**src/sv/ehtlp_ram.sv**
```systemverilog
// simple dual-port synchronous ram, one write and one registered read per cycle
// generic; no package dependency

module ehtlp_ram #(
    parameter int WIDTH = 8,
    parameter int AW    = 4
) (
    input  logic             i_clk,
    input  logic             i_we,
    input  logic [AW-1:0]    i_waddr,
    input  logic [WIDTH-1:0] i_wdata,
    input  logic             i_re,
    input  logic [AW-1:0]    i_raddr,
    output logic [WIDTH-1:0] o_rdata
);

    logic [WIDTH-1:0] mem [1 << AW];

    always_ff @(posedge i_clk) begin
        if (i_we) begin
            mem[i_waddr] <= i_wdata;
        end
    end

    always_ff @(posedge i_clk) begin
        if (i_re) begin
            o_rdata <= mem[i_raddr];
        end
    end

endmodule

```
**config.mk**
```make
export PLATFORM = sky130hd
export DESIGN_NAME = ehtlp_ram
export DESIGN_NICKNAME = d
export VERILOG_FILES = /design/src/sv/ehtlp_ram.sv
export SDC_FILE = /design/constraint.sdc
export NUM_CORES = 1
export LEC_CHECK = 0
export ABC_AREA = 0
export BUFFER_PORTS_ARGS = -buffer_cell sky130_fd_sc_hd__buf_4
export CAP_MARGIN = 20
export CORE_ASPECT_RATIO = 0.9
export CORE_MARGIN = 10
export CORE_UTILIZATION = 52
export CTS_CLUSTER_DIAMETER = 40
export DETAILED_ROUTE_END_ITERATION = 10
export MAX_ROUTING_LAYER = met4
export PLACE_DENSITY = 0.81
export REMOVE_ABC_BUFFERS = 1
export SETUP_SLACK_MARGIN = 0.15
export SYNTH_ARGS = -nofsm -noshare
export SYNTH_HDL_FRONTEND = slang
export SYNTH_SLANG_ARGS = --single-unit
```
**constraint.sdc**
```tcl
create_clock -name i_clk -period 2 [get_ports i_clk]
set_input_delay 0 -clock i_clk [delete_from_list [all_inputs] [get_ports i_clk]]
set_output_delay 0 -clock i_clk [all_outputs]
set_load 0.005 [all_outputs]
```
==> summary by stage, run 1 <==
Placed design
The count of port buffers added during placement is 26. At the end of routability-driven placement, the weighted congestion stood at approximately 0.77. The cell area reported after detailed placement is roughly 5600 um2. The number of placed instances, taps included, is just under 400. The placed wire-length estimate is 6800 um.

Routing
The DRC marker count from the first detailed-route iteration is 320. The routed design has around 11000 um of wire. In the routed layout, each cell is associated on average with a via count of ~6.0. The total iterations of the first detailed-routing run is 4. The via count is between 2000 and 3000. The total DRC errors in the routed layout is 0. The average wire per cell in the routed design is 25.3 um. The post-detailed-route count of antenna-violating nets is 0.

CTS
The number of gates resized after cts is 0. The number of hold buffers added after CTS was 11. The clock network latency to the later pin of the worst-skew pair is a little over 500 ps.

The count of clock tree sinks is around 140. The CTS tree is yes. Post-CTS timing repair inserted 0 buffers for setup. The number of buffers created by CTS is 17. The clock root buffer is sky130_fd_sc_hd__clkbuf_8. The clock transition time at the flip-flop clock pins of the worst setup and hold paths is 60 ps. The H-tree was split into 4 levels.

The maximum number of buffers from clock root to sink is 2.

Floorplanning
The effective utilization at floorplan is 0.537. The boundary pin count is 27. After floorplanning, the core was divided into 34 placement rows. The area of the core is about 10000 um2.

The die outline area is roughly 14000 um2. The die is approximately 120 um tall. The die width is between 100 and 150 um.

Yosys
The XOR/XNOR share of the synthesized area is 0. The synthesized design contains around 140 enable-type register cells. Counting every instance in the synthesized netlist gives 229.

Of the synthesized area, sequential elements account for 0.781. After synthesis, the largest family of logic cells by area is multiplexers. During synthesis, Yosys emitted a total of 0 warnings.

Yosys mapped the design onto 18 distinct sky130hd cell types. The async set-or-reset flop fraction in the synthesized netlist is 0. The portion of netlist area occupied by mux cells is 0.148. The share of the synthesized area in compound gates (AO/OA/AOI/OAI) is 0.0230.

In this run, synthesis produced a sequential element count of 136. For this run, the leading register cell type out of synthesis is sky130_fd_sc_hd__edfxtp_1. Of the total synthesized cell area, the portion taken by AND, OR, NAND and NOR gates is 0.0314. The synthesized netlist occupies a cell area of between 5000 and 6000 um2.

A synthesized cell averages 22.8 um2. Of the total synthesized cell area, the portion taken by full adders, half adders and majority gates is 0.

Cells and area
The number of standard cells in the layout, taps in and fillers out is around 430. The synthesis-to-layout area growth is 21.1%. The most common library cell in the layout ignoring fill and taps is sky130_fd_sc_hd__edfxtp_1.

The layout cell share with drive strength beyond 1 is 0.304. Fill cells in the final layout number 620. 0 antenna diodes ended up in the layout. The final standard cell area without fillers is approximately 6300 um2.

In the layout the commonest cells are 136 x sky130_fd_sc_hd__edfxtp_1, 44 x sky130_fd_sc_hd__buf_4, 18 x sky130_fd_sc_hd__mux4_2. The final layout contains 313 nets.

GRT
The total overflow left after global routing is 0. The total routing resource utilization after global routing is 0.161. The first global-routing pass estimated 16600 um of wire.

The number of antenna violations at the first check in global routing is 0. The maximum number of pins on one net before global-route repair is 33. The number of global-route vias before repair is 2686.

Timing
The worst-margin pin slew is roughly 710 ps. In this run the tightest slew margin relative to its limit is 0.524. The hold violation count in the final report came to 0. The setup clock skew after layout is just under 9 ps. The time the worst path needs with I/O delays and setup is around 1500 ps. The total count of max-transition violations in the final report is 0. The highest clock rate is about 0.65 GHz. Of the available clock period, the critical path in the final layout requires 0.773.

Setup violations remaining at the end of the flow were counted as 0. Setup repair after global routing left no endpoint under its margin. The setup TNS is 0 ps.

Critical path
STA classifies the critical path endpoint as a flop. The startpoint identified for the worst register-to-register timing path is mem[9][4]. The type of the worst setup path is flop to flop.

The worst setup path is launched from a flop. The endpoint of the worst register-to-register path is o_rdata[4]. The data required time of the critical path is around 2300 ps. The source of the critical timing path is mem[9][4].

Measured in cells, the most critical reg-to-reg path has a length of 3. In this run the register-to-register setup slack is between 400 and 500 ps. The critical path endpoint is o_rdata[4]. Along the worst path, the maximum fanout reaches 1. The arrival time at the worst endpoint is 1790 ps.

Pwr
The power density over the cells is 1040 nW/um2. Across the VDD grid, the largest voltage drop is around 730 uV. The leakage power is between 0.002 and 0.0025 uW.

Worst hold path
The path class of the tightest hold or removal check is primary input to flop. Counting instances, the worst hold path has a depth of 3.

Run status
The run finished with clean final reports.

Job
Max-cap violations in this run came to 0.
==> Yosys cell counts (all sizes together), types with 2 or more instances <==
cell type | count | area share
a22oi | 16 | 0.023
nand2 | 9 | 0.0065
mux4 | 32 | 0.15
nand2b | 2 | 0.0024
clkdlybuf4s25 | 3 | 0.0057
buf | 7 | 0.011
nor3 | 4 | 0.0038
nor2 | 13 | 0.0093
nand3b | 2 | 0.0029
edfxtp | 136 | 0.78
==> cell families (layout without fill, tap and decap cells) <==
family                 after synthesis  count (layout)
muxes                               32              32
buffers and inverters               10              87
DFF                                136             136
AOI/OAI and AO/OA                   16              16
and+or+nand+nor                     35              35
==> how the worst min path moves through the flow <==
stage | startpoint | to
5_1_grt | i_waddr[0] | mem[0][3]
2_1_floorplan | i_wdata[0] | mem[0][0]
3_5_place_dp | i_re | o_rdata[5]
4_1_cts | i_waddr[0] | mem[4][6]
6_report | i_waddr[0] | mem[4][6]
3_3_place_gp | i_re | o_rdata[5]
==> per-layer routing <==
layer | part of all wire | track usage | up-vias
met5 | 0 | - | -
met4 | 0.0085 | 0.0468 | 0
met3 | 0.060 | 0.0428 | 10
met2 | 0.50 | 0.249 | 112
met1 | 0.44 | 0.207 | 1365
li1 | - | - | 1111
==> power breakdown <==
part	internal, uW	leakage [uW]	total, uW	switching [uW]
sequential	3210	0.00124	3230	18.7
clock	1890	0.000266	3000	1120
combinational	153	0.000650	332	179
==> sequential cells by signal, summed over array words and instances, names as in the netlist <==
register / cells
mem: 128
o_rdata: 8
==> final cells by class <==
type | count | area [um2] | area share
clock buffers | 19 | 422 | 0.0666
clock inverters | 12 | 151 | 0.0239
multi-input cells | 83 | 1060 | 0.167
flip-flops and latches | 136 | 4080 | 0.645
well taps | 126 | 158 | 0.0249
repair buffers | 56 | 460 | 0.0727
==> stage by stage <==
stage                util  power, uW  hold WS (ps)  worst slack, ps
finish              0.650       6560          16.7              455
global route        0.650       6750          14.1              376
CTS                 0.650       6600          1.22              458
detailed placement  0.580       3610           301              271
global placement    0.580       3590           295              321
floorplan               -       3410          98.9              507
==> critical path, cell delays in order, from the launching register on <==
cell,delay (ps)
sky130_fd_sc_hd__edfxtp_1,360
sky130_fd_sc_hd__mux4_1,570
sky130_fd_sc_hd__a22oi_1,250
sky130_fd_sc_hd__nand2_1,90
Note: power is estimated with default switching activity, not from simulation.
==> inputs of run 2 (changes only) <==
--- a/config.mk
+++ b/config.mk
@@ -14,7 +14,7 @@
 export CTS_CLUSTER_DIAMETER = 40
 export DETAILED_ROUTE_END_ITERATION = 10
 export MAX_ROUTING_LAYER = met4
-export PLACE_DENSITY = 0.81
+export PLACE_DENSITY = 0.84
 export REMOVE_ABC_BUFFERS = 1
 export SETUP_SLACK_MARGIN = 0.15
 export SYNTH_ARGS = -nofsm -noshare
==> constraint.sdc (replaced) <==
create_clock -name i_clk -period 1.3 [get_ports i_clk]
set_input_delay 0 -clock i_clk [delete_from_list [all_inputs] [get_ports i_clk]]
set_output_delay 0 -clock i_clk [all_outputs]
set_load 0.005 [all_outputs]
==> summary by stage, run 2 (synthesis gave the netlist of run 1 again) <==
Critical path
Measured in cells, the most critical reg-to-reg path has a length of 3. In this run the worst path has a maximum fanout of 1. The data required time of the critical path is around 1600 ps.

STA puts the critical path data arrival time at about 1700 ps. The type of the worst setup path is flop to flop. The worst setup path is captured at a flop.

The kind of launch point of the worst setup path is a flop.

Cells and area
The register with the most flip-flops in the layout has around 130 of them. The area occupied by registers is 4080 um2. In the final layout, the share of cells above drive strength 1 is 0.383.

The top cell types in the final layout, fill and taps aside, are 136 x sky130_fd_sc_hd__edfxtp_1, 48 x sky130_fd_sc_hd__buf_4, 27 x sky130_fd_sc_hd__mux4_2. The post-layout net count is ~320. The antenna diode count is 0.

The filler cells instantiated in the layout total about 600. Once layout is complete, the cells apart from fillers number about 440. The largest registers in the layout are mem (128), o_rdata (8). Summing all multi-input logic gate instances after layout gives ~1100 um2. From synthesis to final layout, the design area changed by 24.4%. The library cell used most frequently in the layout, excluding fill and tap cells, is sky130_fd_sc_hd__edfxtp_1. mem holds more flip-flops than any other register.

Timing
Summed over all failing endpoints, the final setup total negative slack is -784 ps. Setup violations remaining at the end of the flow were counted as 8. Timing would allow up to ~0.7 GHz. The setup clock skew after layout is around 12 ps. For the pin with the worst max-slew slack, the measured transition is between 800 and 900 ps. Setup repair after global routing could not meet its margin everywhere.

The time the worst path needs with I/O delays and setup is approximately 1400 ps. The hold violation count in the final report is 0. Measured against its own limit, the worst slew margin works out to 0.453. In the finished design, the share of the clock period the worst path needs comes to 1.10. The total count of max-transition violations in the final report is 0. Once routing completed, OpenROAD measured the worst setup slack at -133 ps.

Floorplanning
The total area inside the core boundary comes to roughly 9700 um2. The die width is 126 um. For this configuration, the core starts out at a cell density of 0.537. The vertical extent of the die is 115 um. The die covers 14500 um2. During I/O placement, the number of pins put on the boundary was 27. The number of rows created at floorplan is 34.

CTS
The count of clock tree sinks is 136. Counting along the longest clock path gives a buffer depth of 2. The number of buffers created by CTS is 17. Clock-pin slew was measured on the worst setup and hold paths at 60 ps. The clock network latency to the later pin of the worst-skew pair is 520 ps. The CTS tree is yes. The clock root buffer is sky130_fd_sc_hd__clkbuf_8. The deepest level of the CTS H-tree is 4.

Worst hold path
The number of cells traversed by the worst hold path is 4. The path class of the tightest hold or removal check is primary input to flop.

Routing
In the final routed layout, each cell accounts on average for around 23 um. The post-detailed-route count of antenna-violating nets is 0. For this run, the detailed router's first-pass iteration total came to 4. The via count is between 2000 and 3000. After detailed routing, the wire length on met1 is a little over 4000 um.

After detailed routing, the number of vias per cell comes to roughly 5.8. The final layout contains routed wiring with a total length of slightly above 10000 um. The amount of wire on met3 after detailed routing is 908 um.

The DRC marker count from the first detailed-route iteration is roughly 330. The highest metal layer with signal wires is met4. The total DRC errors in the routed layout is 0. The routed length on met2 is about 5300 um.

Placed design
The count of port buffers added during placement is 26. The placed wire-length estimate is around 7000 um. In this run, placement finished with an instance count of ~400. The final RePlAce weighted congestion is ~0.76.

GRT
The total congestion overflow is 0. The number of global-route vias before repair came to around 2700. The maximum number of pins on one net before global-route repair is 17. The total routing resource utilization after global routing is 0.158. The number of antenna violations at the first check in global routing came to 0.

The wire length of the first global-routing pass is 16300 um.

Run status
The checks that failed: setup timing. The run finished, with violations left.

Pwr
The total power of the final layout is between 10000 and 15000 uW. The worst-case IR drop observed on VDD is 982 uV. The leakage power is about 0.0022 uW. For this design the ratio of total power to cell area is about 1600 nW/um2.

Job
The tool flagged a number of max-cap violations equal to 0.
run 2: changes by cell type in the layout (fill, tap and decap cells not counted), sizes merged:
cell      before  now
buf           45   54
bufinv         3    4
clkbuf        19   17
clkinv         3    9
clkinvlp       5    2
inv            1    0
run 2: per-stage QoR:
step / setup slack, ps / utilization / hold WS (ps) / instance area (um2)
6_report: -133 / 0.667 / 108 / 6500
5_1_grt: -181 / 0.667 / 125 / 6500
4_1_cts: -157 / 0.666 / 89.1 / 6490
3_5_place_dp: -260 / 0.593 / 308 / 5780
3_3_place_gp: -233 / 0.593 / 300 / 5780
2_1_floorplan: -193 / - / 98.9 / 5140
run 2: final cells by class:
class                           count  area share
Timing Repair Buffer               65      0.0908
Clock inverter                     15      0.0283
Clock buffer                       17      0.0637
Sequential cell                   136       0.628
Tap cell                          126      0.0242
Multi-Input combinational cell     83       0.165
run 2: path summary, 6_finish.rpt:
check | to | start | slack [ps]
max | o_rdata[4] | mem[3][4] | -130
min | mem[2][4] | i_waddr[2] | 110
max reg2reg | o_rdata[4] | mem[3][4] | -130
min reg2reg | o_rdata[3] | mem[11][3] | 750
run 2: timing repair:
item / CTS / global route
hold endpoints to repair: 168 / 0
resized for setup: 16 / 3
setup buffers: 0 / 0
hold buffers: 11 / 0
pin swaps: 11 / 0
setup endpoints to repair: 8 / 8
run 2: critical path, stage by stage, from the launching register on:
cell                       delay (ps)
sky130_fd_sc_hd__edfxtp_1         400
sky130_fd_sc_hd__mux4_2           500
sky130_fd_sc_hd__a22oi_2          200
sky130_fd_sc_hd__nand2_1           70
run 2: where the power goes:
group	switching (uW)	internal (uW)	total, uW
Clock	1690	3080	4770
Combinational	282	288	570
Sequential	30.7	4940	4970
Total	2000	8310	10300
run 2: layer usage:
metal | track usage | up-vias
met4 | 0.0475 | 0
met3 | 0.0520 | 10
met5 | - | -
met1 | 0.197 | 1305
met2 | 0.243 | 103
li1 | - | 1124
==> inputs of run 3 (changes only) <==
--- a/config.mk
+++ b/config.mk
@@ -9,12 +9,12 @@
 export BUFFER_PORTS_ARGS = -buffer_cell sky130_fd_sc_hd__buf_4
 export CAP_MARGIN = 20
 export CORE_ASPECT_RATIO = 0.9
-export CORE_MARGIN = 10
-export CORE_UTILIZATION = 52
+export CORE_MARGIN = 4
+export CORE_UTILIZATION = 30
 export CTS_CLUSTER_DIAMETER = 40
 export DETAILED_ROUTE_END_ITERATION = 10
 export MAX_ROUTING_LAYER = met4
-export PLACE_DENSITY = 0.84
+export PLACE_DENSITY = 0.58
 export REMOVE_ABC_BUFFERS = 1
 export SETUP_SLACK_MARGIN = 0.15
 export SYNTH_ARGS = -nofsm -noshare
==> summary by stage, run 3 (synthesis gave the netlist of run 1 again) <==
Run status
The flow ran to the end, but the final reports show violations. The checks that failed: setup timing.

CTS
At the later pin of the worst-skew pair, clock insertion delay measures a little over 400 ps. The clock root buffer is sky130_fd_sc_hd__clkbuf_16. The number of buffers created by CTS is 17. The number of buffers inserted by post-CTS setup repair is 0. The H-tree was split into 4 levels. Counting along the longest clock path gives a buffer depth of 2. Clock-pin slew was measured on the worst setup and hold paths at about 60 ps. The count of clock tree sinks is roughly 140. The CTS tree is yes.

Floorplanning
The number of rows created at floorplan is 45. The die is around 150 um wide. The boundary pin count is 27. The die outline area is 19600 um2. From bottom edge to top edge, the die measures between 100 and 150 um.

The area of the core is between 15000 and 20000 um2. The effective utilization at floorplan is 0.307.

Cells and area
Leaving out fill and tap cells, the most frequent cell in the layout is sky130_fd_sc_hd__edfxtp_1. Once layout is complete, the cells apart from fillers number roughly 550. The filler cells instantiated in the layout total 1549.

At the end of the flow, the number of nets in the layout was approximately 320. In the final layout, the registers with the most flip-flops are mem (128), o_rdata (8). The synthesis-to-layout area growth is 26.5%. Once layout is done, the placed cells without fillers occupy roughly 6600 um2.

0 antenna diodes ended up in the layout. The flip-flop count of the largest register after layout is between 100 and 150. In the layout the commonest cells are 136 x sky130_fd_sc_hd__edfxtp_1, 48 x sky130_fd_sc_hd__buf_4, 29 x sky130_fd_sc_hd__mux4_2. The layout cell share with drive strength beyond 1 is 0.390. The most flop-heavy register is mem.

GRT
Entering global routing, the biggest net connects 17 pins. The first global-routing pass estimated roughly 17000 um of wire. The number of global-route vias before repair is roughly 2600.

The total overflow left after global routing is 0. Across every metal layer, demand over resource in global routing totals 0.120. The number of antenna violations at the first check in global routing is 0.

Routing
The DRC marker count from the first detailed-route iteration is 216. The total DRC errors in the routed layout is 0. The total iterations of the first detailed-routing run is 4. After detailed routing, the number of vias per cell comes to about 4.6.

The count of nets left with antenna violations once routing finished came out at 0. Dividing the detail-routed wire length by the instance count gives roughly 20 um. The routed wire length is roughly 11000 um. The via count is between 2000 and 3000.

Worst hold path
Along the worst hold path, the cell count comes to 3. The tightest min-delay check is of the primary input to flop type.

Timing
For the finished layout, the period the worst path requires is approximately 1400 ps. The setup clock skew after layout is about 5.6 ps. The setup violation total in the final timing report is 8. The worst-margin pin slew is ~930 ps. The remaining max-slew budget at the tightest pin is 0.375.

Dividing the final minimum period by the clock period gives 1.08. The total count of max-transition violations in the final report is 0. For this run, the top clock speed supported by timing is 0.710 GHz. Across all setup checks in the final design, the least slack found is -109 ps. Setup repair after global routing could not meet its margin everywhere. The tightest hold path in the finished design has a slack of roughly 130 ps. The hold violation count in the final report is 0.

Critical path
The depth of the most critical reg-to-reg path is 3. The arrival time at the worst endpoint is 1560 ps. The type of the worst setup path is flop to flop.

The kind of end point of the critical path is a flop. The kind of launch point of the worst setup path is a flop. The data required time of the critical path is approximately 1500 ps. The maximum fanout along the worst path is 1.

Placed design
The placed wire-length estimate is approximately 7000 um. The cell area reported after detailed placement is approximately 6000 um2. In this run the tool buffered the top-level ports with 26 buffer cells. The post-placement worst setup slack is -280 ps.

The final RePlAce weighted congestion is between 0.7 and 0.8. The number of instances in the placed design is a little over 500.

Pwr
The leakage power is between 0.002 and 0.0025 uW. The total power of the final layout is approximately 10000 uW. The worst-case vdd ir drop is between 700 and 800 uV.

In this run the power density over the cells is roughly 1600 nW/um2.

Job
The max-cap check violation count is 0.
[run 3: cell count changes in the layout (fill, tap and decap cells not counted), moves of 2 or more]
cell,before,now
sky130_fd_sc_hd__a22oi_2,9,12
sky130_fd_sc_hd__mux4_2,27,29
sky130_fd_sc_hd__a22oi_1,7,4
sky130_fd_sc_hd__mux4_1,5,3
sky130_fd_sc_hd__clkinv_2,4,0
sky130_fd_sc_hd__clkinv_1,3,6
sky130_fd_sc_hd__dlygate4sd3_1,11,9
[run 3: power by group]
part           internal, uW  leakage [uW]  switching, uW  total [uW]
registers              4940       0.00124           25.6        4970
logic                   282      0.000653            300         581
clock network          3170      0.000285           1710        4880
total                  8390       0.00217           2040       10400
[run 3: area by class of cell]
class | count | area, um2 | area share
flip-flops and latches | 136 | 4080 | 0.617
multi-input cells | 83 | 1080 | 0.163
repair buffers | 62 | 551 | 0.0832
clock buffers | 17 | 425 | 0.0643
well taps | 235 | 294 | 0.0444
clock inverters | 15 | 183 | 0.0276
[run 3: path summary, 6_finish.rpt]
path                                  from    endpoint  slack [ps]
worst max-delay path             mem[9][1]  o_rdata[1]        -110
worst min-delay path            i_waddr[0]   mem[8][3]         130
worst max register to register   mem[9][1]  o_rdata[1]        -110
worst min register to register   mem[4][3]  o_rdata[3]         770
[run 3: critical path: stages, from the launching register on]
cell and delay [ps]:
sky130_fd_sc_hd__edfxtp_1 350, sky130_fd_sc_hd__mux4_1 500, sky130_fd_sc_hd__a22oi_1 220, sky130_fd_sc_hd__nand2_2 90
[run 3: per-stage QoR]
stage / util / setup TNS, ps
after CTS: 0.388 / -727
final: 0.389 / -651
after detailed placement: 0.347 / -2350
after global routing: 0.389 / -1070
after floorplan: - / -1610
after global placement: 0.347 / -1910
[run 3: repair_timing]
action | 4_1_cts | 5_1_grt
hold buffers | 9 | 0
endpoints found under the hold margin | 136 | 0
gates resized for setup | 17 | 7
pin swaps | 12 | 6
endpoints found under the setup margin | 8 | 8
[run 3: metal layers]
metal  global-route usage  wire length, um
met4               0.0362              150
met3               0.0388              602
met1                0.169             5140
met5                    -                0
met2                0.166             4990
